**src/hw/rtl/cc20_pkg.sv**
```systemverilog
`timescale 1ns / 1ps

package cc20_pkg;

    localparam int DOUBLE_ROUNDS = 10;
    localparam int DR_W          = (DOUBLE_ROUNDS > 1) ? $clog2(DOUBLE_ROUNDS) : 1;

    localparam int KS_WORDS = 16;
    localparam int KS_AW    = $clog2(KS_WORDS);

    localparam logic [31:0] SIGMA_0 = 32'h6170_7865;
    localparam logic [31:0] SIGMA_1 = 32'h3320_646e;
    localparam logic [31:0] SIGMA_2 = 32'h7962_2d32;
    localparam logic [31:0] SIGMA_3 = 32'h6b20_6574;

    // config register indexes
    localparam int          CFG_IDX_W  = 3;
    localparam logic [2:0]  CFG_KEY_A  = 3'd0;
    localparam logic [2:0]  CFG_KEY_B  = 3'd1;
    localparam logic [2:0]  CFG_KEY_C  = 3'd2;
    localparam logic [2:0]  CFG_KEY_D  = 3'd3;
    localparam logic [2:0]  CFG_NONCE_LO = 3'd4;
    localparam logic [2:0]  CFG_NONCE_HI = 3'd5;
    localparam logic [2:0]  CFG_START  = 3'd6;

    localparam logic [31:0] START_RESET = 32'd1;

    // rotate amounts of the quarter-round sub-steps
    localparam logic [1:0] ROT_16 = 2'd0;
    localparam logic [1:0] ROT_12 = 2'd1;
    localparam logic [1:0] ROT_8  = 2'd2;
    localparam logic [1:0] ROT_7  = 2'd3;

    typedef logic [KS_WORDS-1:0][31:0] t_words;
    typedef logic [3:0][63:0]          t_key;

    typedef struct packed {
        logic [7:0] data_in;
        logic       end_of_message;
    } t_in_item;

    typedef struct packed {
        logic [7:0] data_out;
        logic       out_last;
    } t_out_item;

    typedef struct packed {
        logic             we;
        logic [KS_AW-1:0] addr;
        logic [31:0]      data;
    } t_ram_wr;

    function automatic t_words cc20_init(input t_key key, input logic [63:0] nonce_lo,
                                         input logic [31:0] nonce_hi,
                                         input logic [31:0] ctr);
        t_words w;
        w[0]  = SIGMA_0;
        w[1]  = SIGMA_1;
        w[2]  = SIGMA_2;
        w[3]  = SIGMA_3;
        w[4]  = key[0][31:0];
        w[5]  = key[0][63:32];
        w[6]  = key[1][31:0];
        w[7]  = key[1][63:32];
        w[8]  = key[2][31:0];
        w[9]  = key[2][63:32];
        w[10] = key[3][31:0];
        w[11] = key[3][63:32];
        w[12] = ctr;
        w[13] = nonce_lo[31:0];
        w[14] = nonce_lo[63:32];
        w[15] = nonce_hi;
        return w;
    endfunction

endpackage

```
**src/hw/rtl/cc20_ram.sv**
```systemverilog
`timescale 1ns / 1ps

module cc20_ram #(
    parameter int WIDTH = 32,
    parameter int DEPTH = 16
) (
    input  logic                     i_clk,
    input  logic                     i_we,
    input  logic [$clog2(DEPTH)-1:0] i_waddr,
    input  logic [WIDTH-1:0]         i_wdata,
    input  logic [$clog2(DEPTH)-1:0] i_raddr,
    output logic [WIDTH-1:0]         o_rdata
);

    logic [WIDTH-1:0] r_mem [DEPTH];
    logic [WIDTH-1:0] r_rdata;

    always_ff @(posedge i_clk) begin
        if (i_we) begin
            r_mem[i_waddr] <= i_wdata;
        end
        r_rdata <= r_mem[i_raddr];
    end

    assign o_rdata = r_rdata;

endmodule

```
**src/hw/rtl/cc20_qr.sv**
```systemverilog
`timescale 1ns / 1ps

// one quarter-round sub-step: x + y, then (z ^ sum) rotated left
module cc20_qr (
    input  logic [31:0] i_x,
    input  logic [31:0] i_y,
    input  logic [31:0] i_z,
    input  logic [1:0]  i_rot,
    output logic [31:0] o_sum,
    output logic [31:0] o_mix
);
    import cc20_pkg::*;

    logic [31:0] mixed;

    assign o_sum = i_x + i_y;
    assign mixed = i_z ^ o_sum;

    always_comb begin
        unique case (i_rot)
            ROT_16:  o_mix = {mixed[15:0], mixed[31:16]};
            ROT_12:  o_mix = {mixed[19:0], mixed[31:20]};
            ROT_8:   o_mix = {mixed[23:0], mixed[31:24]};
            ROT_7:   o_mix = {mixed[24:0], mixed[31:25]};
            default: o_mix = mixed;
        endcase
    end

endmodule

```
**src/hw/rtl/cc20_core.sv**
```systemverilog
`timescale 1ns / 1ps

module cc20_core (
    input  logic             i_clk,
    input  logic             i_rst_n,
    input  logic             i_start,
    input  cc20_pkg::t_words i_init,
    output cc20_pkg::t_ram_wr o_ram_wr,
    output logic             o_done
);
    import cc20_pkg::*;

    localparam logic [1:0] CS_IDLE  = 2'd0;
    localparam logic [1:0] CS_ROUND = 2'd1;
    localparam logic [1:0] CS_FINAL = 2'd2;

    logic [1:0]       r_state, n_state;
    logic [1:0]       r_sub;
    logic [2:0]       r_qr;
    logic [DR_W-1:0]  r_dr;
    logic [KS_AW-1:0] r_k;
    logic             r_done;
    t_words           r_w, n_w;

    logic        diag;
    logic [31:0] qr_x, qr_y, qr_z, qr_sum, qr_mix;
    logic [1:0]  qr_rot;
    t_words      upd;

    cc20_qr u_qr (
        .i_x   (qr_x),
        .i_y   (qr_y),
        .i_z   (qr_z),
        .i_rot (qr_rot),
        .o_sum (qr_sum),
        .o_mix (qr_mix)
    );

    // rows rotate after each quarter round, so the taps stay fixed:
    // column round uses 0/4/8/12, diagonal round 0/5/10/15
    assign diag = r_qr[2];

    always_comb begin
        qr_x   = r_w[0];
        qr_y   = i_init[r_k];
        qr_z   = diag ? r_w[15] : r_w[12];
        qr_rot = ROT_16;
        upd    = r_w;
        if (r_state == CS_ROUND) begin
            unique case (r_sub)
                2'd0, 2'd2: begin
                    qr_x   = r_w[0];
                    qr_y   = diag ? r_w[5] : r_w[4];
                    qr_z   = diag ? r_w[15] : r_w[12];
                    qr_rot = (r_sub == 2'd0) ? ROT_16 : ROT_8;
                    upd[0] = qr_sum;
                    if (diag) begin
                        upd[15] = qr_mix;
                    end else begin
                        upd[12] = qr_mix;
                    end
                end
                default: begin
                    qr_x   = diag ? r_w[10] : r_w[8];
                    qr_y   = diag ? r_w[15] : r_w[12];
                    qr_z   = diag ? r_w[5] : r_w[4];
                    qr_rot = (r_sub == 2'd1) ? ROT_12 : ROT_7;
                    if (diag) begin
                        upd[10] = qr_sum;
                        upd[5]  = qr_mix;
                    end else begin
                        upd[8]  = qr_sum;
                        upd[4]  = qr_mix;
                    end
                end
            endcase
        end
    end

    always_comb begin
        n_state = r_state;
        n_w     = r_w;
        unique case (r_state)
            CS_IDLE: begin
                if (i_start) begin
                    n_w     = i_init;
                    n_state = CS_ROUND;
                end
            end
            CS_ROUND: begin
                if (r_sub == 2'd3) begin
                    // rotate each row left by one word
                    for (int r = 0; r < 4; r++) begin
                        for (int j = 0; j < 4; j++) begin
                            n_w[4*r+j] = upd[4*r+((j+1)%4)];
                        end
                    end
                    if (r_qr == 3'd7 && r_dr == DR_W'(DOUBLE_ROUNDS - 1)) begin
                        n_state = CS_FINAL;
                    end
                end else begin
                    n_w = upd;
                end
            end
            CS_FINAL: begin
                for (int i = 0; i < KS_WORDS; i++) begin
                    n_w[i] = r_w[(i+1)%KS_WORDS];
                end
                if (r_k == KS_AW'(KS_WORDS - 1)) begin
                    n_state = CS_IDLE;
                end
            end
            default: n_state = CS_IDLE;
        endcase
    end

    always_ff @(posedge i_clk) begin
        if (!i_rst_n) begin
            r_state <= CS_IDLE;
            r_sub   <= '0;
            r_qr    <= '0;
            r_dr    <= '0;
            r_k     <= '0;
            r_done  <= 1'b0;
        end else begin
            r_state <= n_state;
            r_done  <= (r_state == CS_FINAL) && (n_state == CS_IDLE);
            if (r_state == CS_IDLE) begin
                r_sub <= '0;
                r_qr  <= '0;
                r_dr  <= '0;
                r_k   <= '0;
            end else if (r_state == CS_ROUND) begin
                r_sub <= r_sub + 2'd1;
                if (r_sub == 2'd3) begin
                    r_qr <= r_qr + 3'd1;
                    if (r_qr == 3'd7) begin
                        r_dr <= r_dr + DR_W'(1);
                    end
                end
            end else begin
                r_k <= r_k + KS_AW'(1);
            end
        end
    end

    always_ff @(posedge i_clk) begin
        r_w <= n_w;
    end

    assign o_ram_wr.we   = (r_state == CS_FINAL);
    assign o_ram_wr.addr = r_k;
    assign o_ram_wr.data = qr_sum;
    assign o_done        = r_done;

endmodule

```
**src/hw/rtl/chacha20_stream_xor.sv**
```systemverilog
`timescale 1ns / 1ps
// chacha20 stream xor, one byte per item
// buffered byte: accept, then xor into the output register; the input stalls until the result is registered
// first byte of a block: 320 sub-steps of the shared adder, 16 final adds, done, ram read, xor,
// output; the later bytes of the block use the held keystream
// synchronous active-low reset: key and nonce 0, start counter 1, no keystream held

module chacha20_stream_xor (
    input  logic                                 i_clk,
    input  logic                                 i_rst_n,
    // input channel
    input  logic                                 i_in_valid,
    output logic                                 o_in_stall,
    input  cc20_pkg::t_in_item                   i_in_data,
    // output channel
    output logic                                 o_out_valid,
    input  logic                                 i_out_stall,
    output cc20_pkg::t_out_item                  o_out_data,
    // config write port
    input  logic                                 i_cfg_we,
    input  logic [cc20_pkg::CFG_IDX_W-1:0]       i_cfg_index,
    input  logic [63:0]                          i_cfg_data
);
    import cc20_pkg::*;

    localparam logic [1:0] ST_IDLE = 2'd0;   // waiting for an item
    localparam logic [1:0] ST_GEN  = 2'd1;   // keystream block in progress
    localparam logic [1:0] ST_READ = 2'd2;   // ram read of the current word
    localparam logic [1:0] ST_XOR  = 2'd3;   // combine and hand to the output register

    // config registers
    t_key        r_key;
    logic [63:0] r_nonce_lo;
    logic [31:0] r_nonce_hi;
    logic [31:0] r_start_ctr;

    // running state
    logic [31:0] r_counter;
    logic [5:0]  r_pos;
    logic        r_ready;
    logic [1:0]  r_state, n_state;

    // held item and output register
    t_in_item    r_in;
    t_out_item   r_out;
    logic        r_out_valid;

    logic        in_fire;
    logic        cfg_hit;
    logic        xor_fire;
    logic        gen_start;
    logic        gen_done;
    logic        blk_end;
    t_words      init_words;
    t_ram_wr     ram_wr;
    logic [31:0] ks_word;
    logic [7:0]  ks_byte;

    assign o_in_stall = (r_state != ST_IDLE);
    assign in_fire    = i_in_valid && !o_in_stall;
    assign cfg_hit    = i_cfg_we && (i_cfg_index <= CFG_START);
    // the output register is free when empty or being drained this cycle
    assign xor_fire   = (r_state == ST_XOR) && (!r_out_valid || !i_out_stall);
    assign gen_start  = in_fire && !r_ready;
    // counter moves on after the last byte of a block or of a message
    assign blk_end    = r_in.end_of_message || (r_pos == 6'd63);

    assign init_words = cc20_init(r_key, r_nonce_lo, r_nonce_hi, r_counter);

    cc20_core u_core (
        .i_clk    (i_clk),
        .i_rst_n  (i_rst_n),
        .i_start  (gen_start),
        .i_init   (init_words),
        .o_ram_wr (ram_wr),
        .o_done   (gen_done)
    );

    // keystream block held as 16 words, read at the word of the current byte
    cc20_ram #(
        .WIDTH (32),
        .DEPTH (KS_WORDS)
    ) u_ks_ram (
        .i_clk   (i_clk),
        .i_we    (ram_wr.we),
        .i_waddr (ram_wr.addr),
        .i_wdata (ram_wr.data),
        .i_raddr (r_pos[5:2]),
        .o_rdata (ks_word)
    );

    assign ks_byte = ks_word[8*r_pos[1:0] +: 8];

    always_comb begin
        n_state = r_state;
        unique case (r_state)
            ST_IDLE: begin
                if (in_fire) begin
                    n_state = r_ready ? ST_XOR : ST_GEN;
                end
            end
            ST_GEN: begin
                if (gen_done) begin
                    n_state = ST_READ;
                end
            end
            ST_READ: n_state = ST_XOR;
            ST_XOR: begin
                if (xor_fire) begin
                    n_state = ST_IDLE;
                end
            end
            default: n_state = ST_IDLE;
        endcase
    end

    always_ff @(posedge i_clk) begin
        if (!i_rst_n) begin
            r_state     <= ST_IDLE;
            r_key       <= '0;
            r_nonce_lo  <= '0;
            r_nonce_hi  <= '0;
            r_start_ctr <= START_RESET;
            r_counter   <= START_RESET;
            r_pos       <= '0;
            r_ready     <= 1'b0;
            r_out_valid <= 1'b0;
        end else begin
            r_state <= n_state;

            if (cfg_hit) begin
                unique case (i_cfg_index)
                    CFG_KEY_A:    r_key[0]    <= i_cfg_data;
                    CFG_KEY_B:    r_key[1]    <= i_cfg_data;
                    CFG_KEY_C:    r_key[2]    <= i_cfg_data;
                    CFG_KEY_D:    r_key[3]    <= i_cfg_data;
                    CFG_NONCE_LO: r_nonce_lo  <= i_cfg_data;
                    CFG_NONCE_HI: r_nonce_hi  <= i_cfg_data[31:0];
                    CFG_START:    r_start_ctr <= i_cfg_data[31:0];
                    default: ;
                endcase
                // any write to a config register restarts from the start counter with no block held
                r_counter <= (i_cfg_index == CFG_START) ? i_cfg_data[31:0] : r_start_ctr;
                r_pos     <= '0;
                r_ready   <= 1'b0;
            end else if (xor_fire) begin
                if (blk_end) begin
                    r_counter <= r_counter + 32'd1;
                    r_pos     <= '0;
                    r_ready   <= 1'b0;
                end else begin
                    r_pos <= r_pos + 6'd1;
                end
            end else if (gen_done) begin
                r_ready <= 1'b1;
            end

            if (xor_fire) begin
                r_out_valid <= 1'b1;
            end else if (!i_out_stall) begin
                r_out_valid <= 1'b0;
            end
        end
    end

    // payload registers
    always_ff @(posedge i_clk) begin
        if (in_fire) begin
            r_in <= i_in_data;
        end
        if (xor_fire) begin
            r_out.data_out <= r_in.data_in ^ ks_byte;
            r_out.out_last <= r_in.end_of_message;
        end
    end

    assign o_out_valid = r_out_valid;
    assign o_out_data  = r_out;

endmodule

```
**config.mk**
```make
export PLATFORM = sky130hd
export DESIGN_NAME = chacha20_stream_xor
export DESIGN_NICKNAME = d
export VERILOG_FILES = /design/src/hw/rtl/cc20_pkg.sv /design/src/hw/rtl/cc20_ram.sv /design/src/hw/rtl/cc20_qr.sv /design/src/hw/rtl/cc20_core.sv /design/src/hw/rtl/chacha20_stream_xor.sv
export SDC_FILE = /design/constraint.sdc
export NUM_CORES = 2
export LEC_CHECK = 0
export ABC_AREA = 1
export BUFFER_PORTS_ARGS = -buffer_cell sky130_fd_sc_hd__buf_2
export CORE_MARGIN = 2
export CORE_UTILIZATION = 40
export DETAILED_ROUTE_END_ITERATION = 10
export SETUP_SLACK_MARGIN = 0.4
export SYNTH_ARGS = -nofsm -noshare
export SYNTH_HDL_FRONTEND = slang
export SYNTH_SLANG_ARGS = --single-unit
```
**constraint.sdc**
```tcl
create_clock -name i_clk -period 42.7 [get_ports i_clk]
set_clock_uncertainty 0.05 [all_clocks]
set_input_delay 10.675 -clock i_clk [delete_from_list [all_inputs] [get_ports i_clk]]
set_output_delay 10.675 -clock i_clk [all_outputs]
set_load 0.02 [all_outputs]
```
==> flow_summary.yaml <==
power:
  clkPwrFrac: 0.265
  cellPowerDensity_mw_per_mm2: 67.5
  power.leakage_uw: 0.0300
  internal_power_uw: 3320
  irDropWorstVdd_uv: 52.4
  p_sw_frac: 0.402
  pwr-share-comb: 0.335
  p_sw_uw: 2230
  pwr-share-seq: 0.400
cts:
  cts_hold_buf: 0
  postCtsSetupBuffers: 0
  cts_resized: 0
  htreeDepth: 4
  numClockSinks: 1516
  clockBufferDepth: 3
  clk_pin_slew_ps: 60
  clock_latency_ps: 840
  cts_root_buf: "clkbuf_16"
  cts_tree: "done"
  numCtsBuffers: 162
final_layout:
  fin_nets: 8448
  mostFrequentLayoutCell: "nand2_1"
  multi_input_area_mm2: 0.0288
  final_cells: 10900
  area_growth_pct: 10.9
  regArea_mm2: 0.0408
  nFillCells: 17900
  final_cell_mix: "nand2_1, o21ai_0, edfxtp_1"
  drive_gt1_frac: 0.0864
placement:
  io_buffers: 91
  placedCellCount: 10600
  gp_congestion: 1.01
  hpwl_um: 188000
detailed_routing:
  viasPerCell: 6.07
  drtPass1Iterations: 6
  drt_iter0_drc: 9710
  vias: 66400
  drc: 0
  wire_per_inst_um: 27.7
  ant_nets: 0
  wirelength_um: 304000
timing:
  hold_violations: 0
  min_period_ps: 13450
  worst_slew_margin_rel: 0.0933
  fin_tns_setup_ps: 0
  worst_pin_slew_ps: 1350
  rsz0062_at_grt: "false"
  setup_violations: 0
  max_freq_mhz: 74.3
  post-route-period-util: 0.315
  final_max_slew_viol_count: 0
floorplanning:
  die_w_um: 435
  dieHeight_um: 435
  die-area_mm2: 0.189
  rows: 158
  pin_count: 92
  core_mm2: 0.185
  start_util: 0.401
setup_path:
  start_kind: "primary input"
  worstSetupPathType: "primary input to flip-flop"
  cp_max_fo: 67
  crit_required_ps: 43080
  crit_arrival_ps: 13830
  crit_path_end_kind: "flip-flop"
synth:
  synth_flop_cell: "edfxtp_1"
  synth_nets: 8662
  synth_top_cell_by_area: "edfxtp_1"
  synth.top_cell.area_share: 0.422
  syn_area_per_cell_um2: 8.70
  synth_edf_count: 1042
  synth_cell_types: 67
  synth_seq_area_share: 0.550
  yosys_warnings: 0
  syn_area_mm2: 0.0742
  synth_seq_cells: 1516
  ys_async_sr_fraction: 0
  syn_inst: 8523
  synth.area.top_cells: "edfxtp_1, dfxtp_1, o21ai_0"
grt:
  grt_max_degree: 146
  grt_pass1_vias: 60800
  gr-total-overflow: 0
  grt_pass1_wl_um: 430000
  grt_usage: 0.313
  antenna_found_initial: 25
min_path:
  hp-class: "flip-flop to flip-flop"
run_status:
  outcome: "finished clean"
run:
  maxCapViolCount: 0
## cell type report
class / instances / area share
flip-flops and latches: 1516 / 0.496
inverters: 657 / 0.0304
clock inverters: 80 / 0.0102
multi-input cells: 5738 / 0.350
well taps: 2480 / 0.0377
diodes: 16 / 0.000487
repair buffers: 234 / 0.0190
clock buffers: 225 / 0.0567
## critical path, stage by stage
cell and delay, ps:
buf_2 90, nand2_1 80, nor2_1 190, nor2_1 140
nor2_4 90, buf_4 560, buf_4 910, buf_4 910
## cells by family (layout without fill, tap and decap cells)
kind of cell | after synthesis | count (layout) | synth area share
muxes | 7 | 7 | 0.000944
xor gates and xnor gates | 39 | 39 | 0.00541
buffers and inverters | 1269 | 1196 | 0.0660
AOI/OAI and AO/OA | 2748 | 2748 | 0.205
and+or+nand+nor | 2886 | 2886 | 0.163
DFF | 1516 | 1516 | 0.550
adders and majority gates | 58 | 58 | 0.00988
other | 0 | 16 | 0
## power groups by stage
stage	combinational [uW]	clock, uW	sequential (uW)
final	1860	1470	2220
after CTS	1790	1480	2220
after floorplan	1040	0	2310
after global routing	1950	1540	2240
after detailed placement	1780	0	2240
after global placement	1760	0	2240
## cell usage after synthesis, types with 84 or more instances
cell type	number
nand2_1	1309
a22oi_1	123
edfxtp_1	1042
dfxtp_1	474
clkbuf_1	518
nor2_1	817
a21oi_1	940
o21ai_0	1213
nand3_1	547
o22ai_1	112
inv_1	639
o211ai_1	88
o221ai_1	84
## per-layer routing
metal  track usage  wire length [um]  vias up
met3        0.0785             35300      807
met4         0.174             18800        8
met1         0.413            118000    31900
met5             0                58        -
met2         0.469            131000     4279
li1              -                 -    29400
## metrics by stage
step | area, um2 | utilization | worst slack [ps] | hold slack, ps | total power, uW
after floorplan | 74200 | - | 11100 | 373 | 3360
after global placement | 76800 | 0.415 | 28520 | 388 | 4000
after detailed placement | 76800 | 0.415 | 28490 | 391 | 4020
after CTS | 82300 | 0.445 | 29370 | 407 | 5480
after global routing | 82300 | 0.445 | 29200 | 427 | 5730
final | 82300 | 0.445 | 29250 | 409 | 5560
## state kept, by name (all words and copies together), names as in the netlist, 4 cells and up
register          count
u_core.r_dr           4
r_nonce_lo           64
o_out_data            9
u_core.r_w          512
r_start_ctr          32
r_pos                 6
u_core.r_k            4
r_nonce_hi           32
u_ks_ram.o_rdata     32
init_words          256
u_ks_ram.r_mem      512
r_counter            32
r_in                  9
## final timing paths
path,slack (ps),start,end,depth (start not counted)
max reg2reg,33890,u_core.r_sub[0]$_SDFFE_PP0P_,u_core.r_w[498]$_DFFE_PP_,28
min,410,r_start_ctr[2]$_SDFFE_PN0P_,r_start_ctr[2]$_SDFFE_PN0P_,2
min reg2reg,410,r_start_ctr[2]$_SDFFE_PN0P_,r_start_ctr[2]$_SDFFE_PN0P_,2
max,29250,i_in_valid,u_core.r_w[9]$_DFFE_PP_,8
No activity file was read; power rests on OpenSTA's default activity.
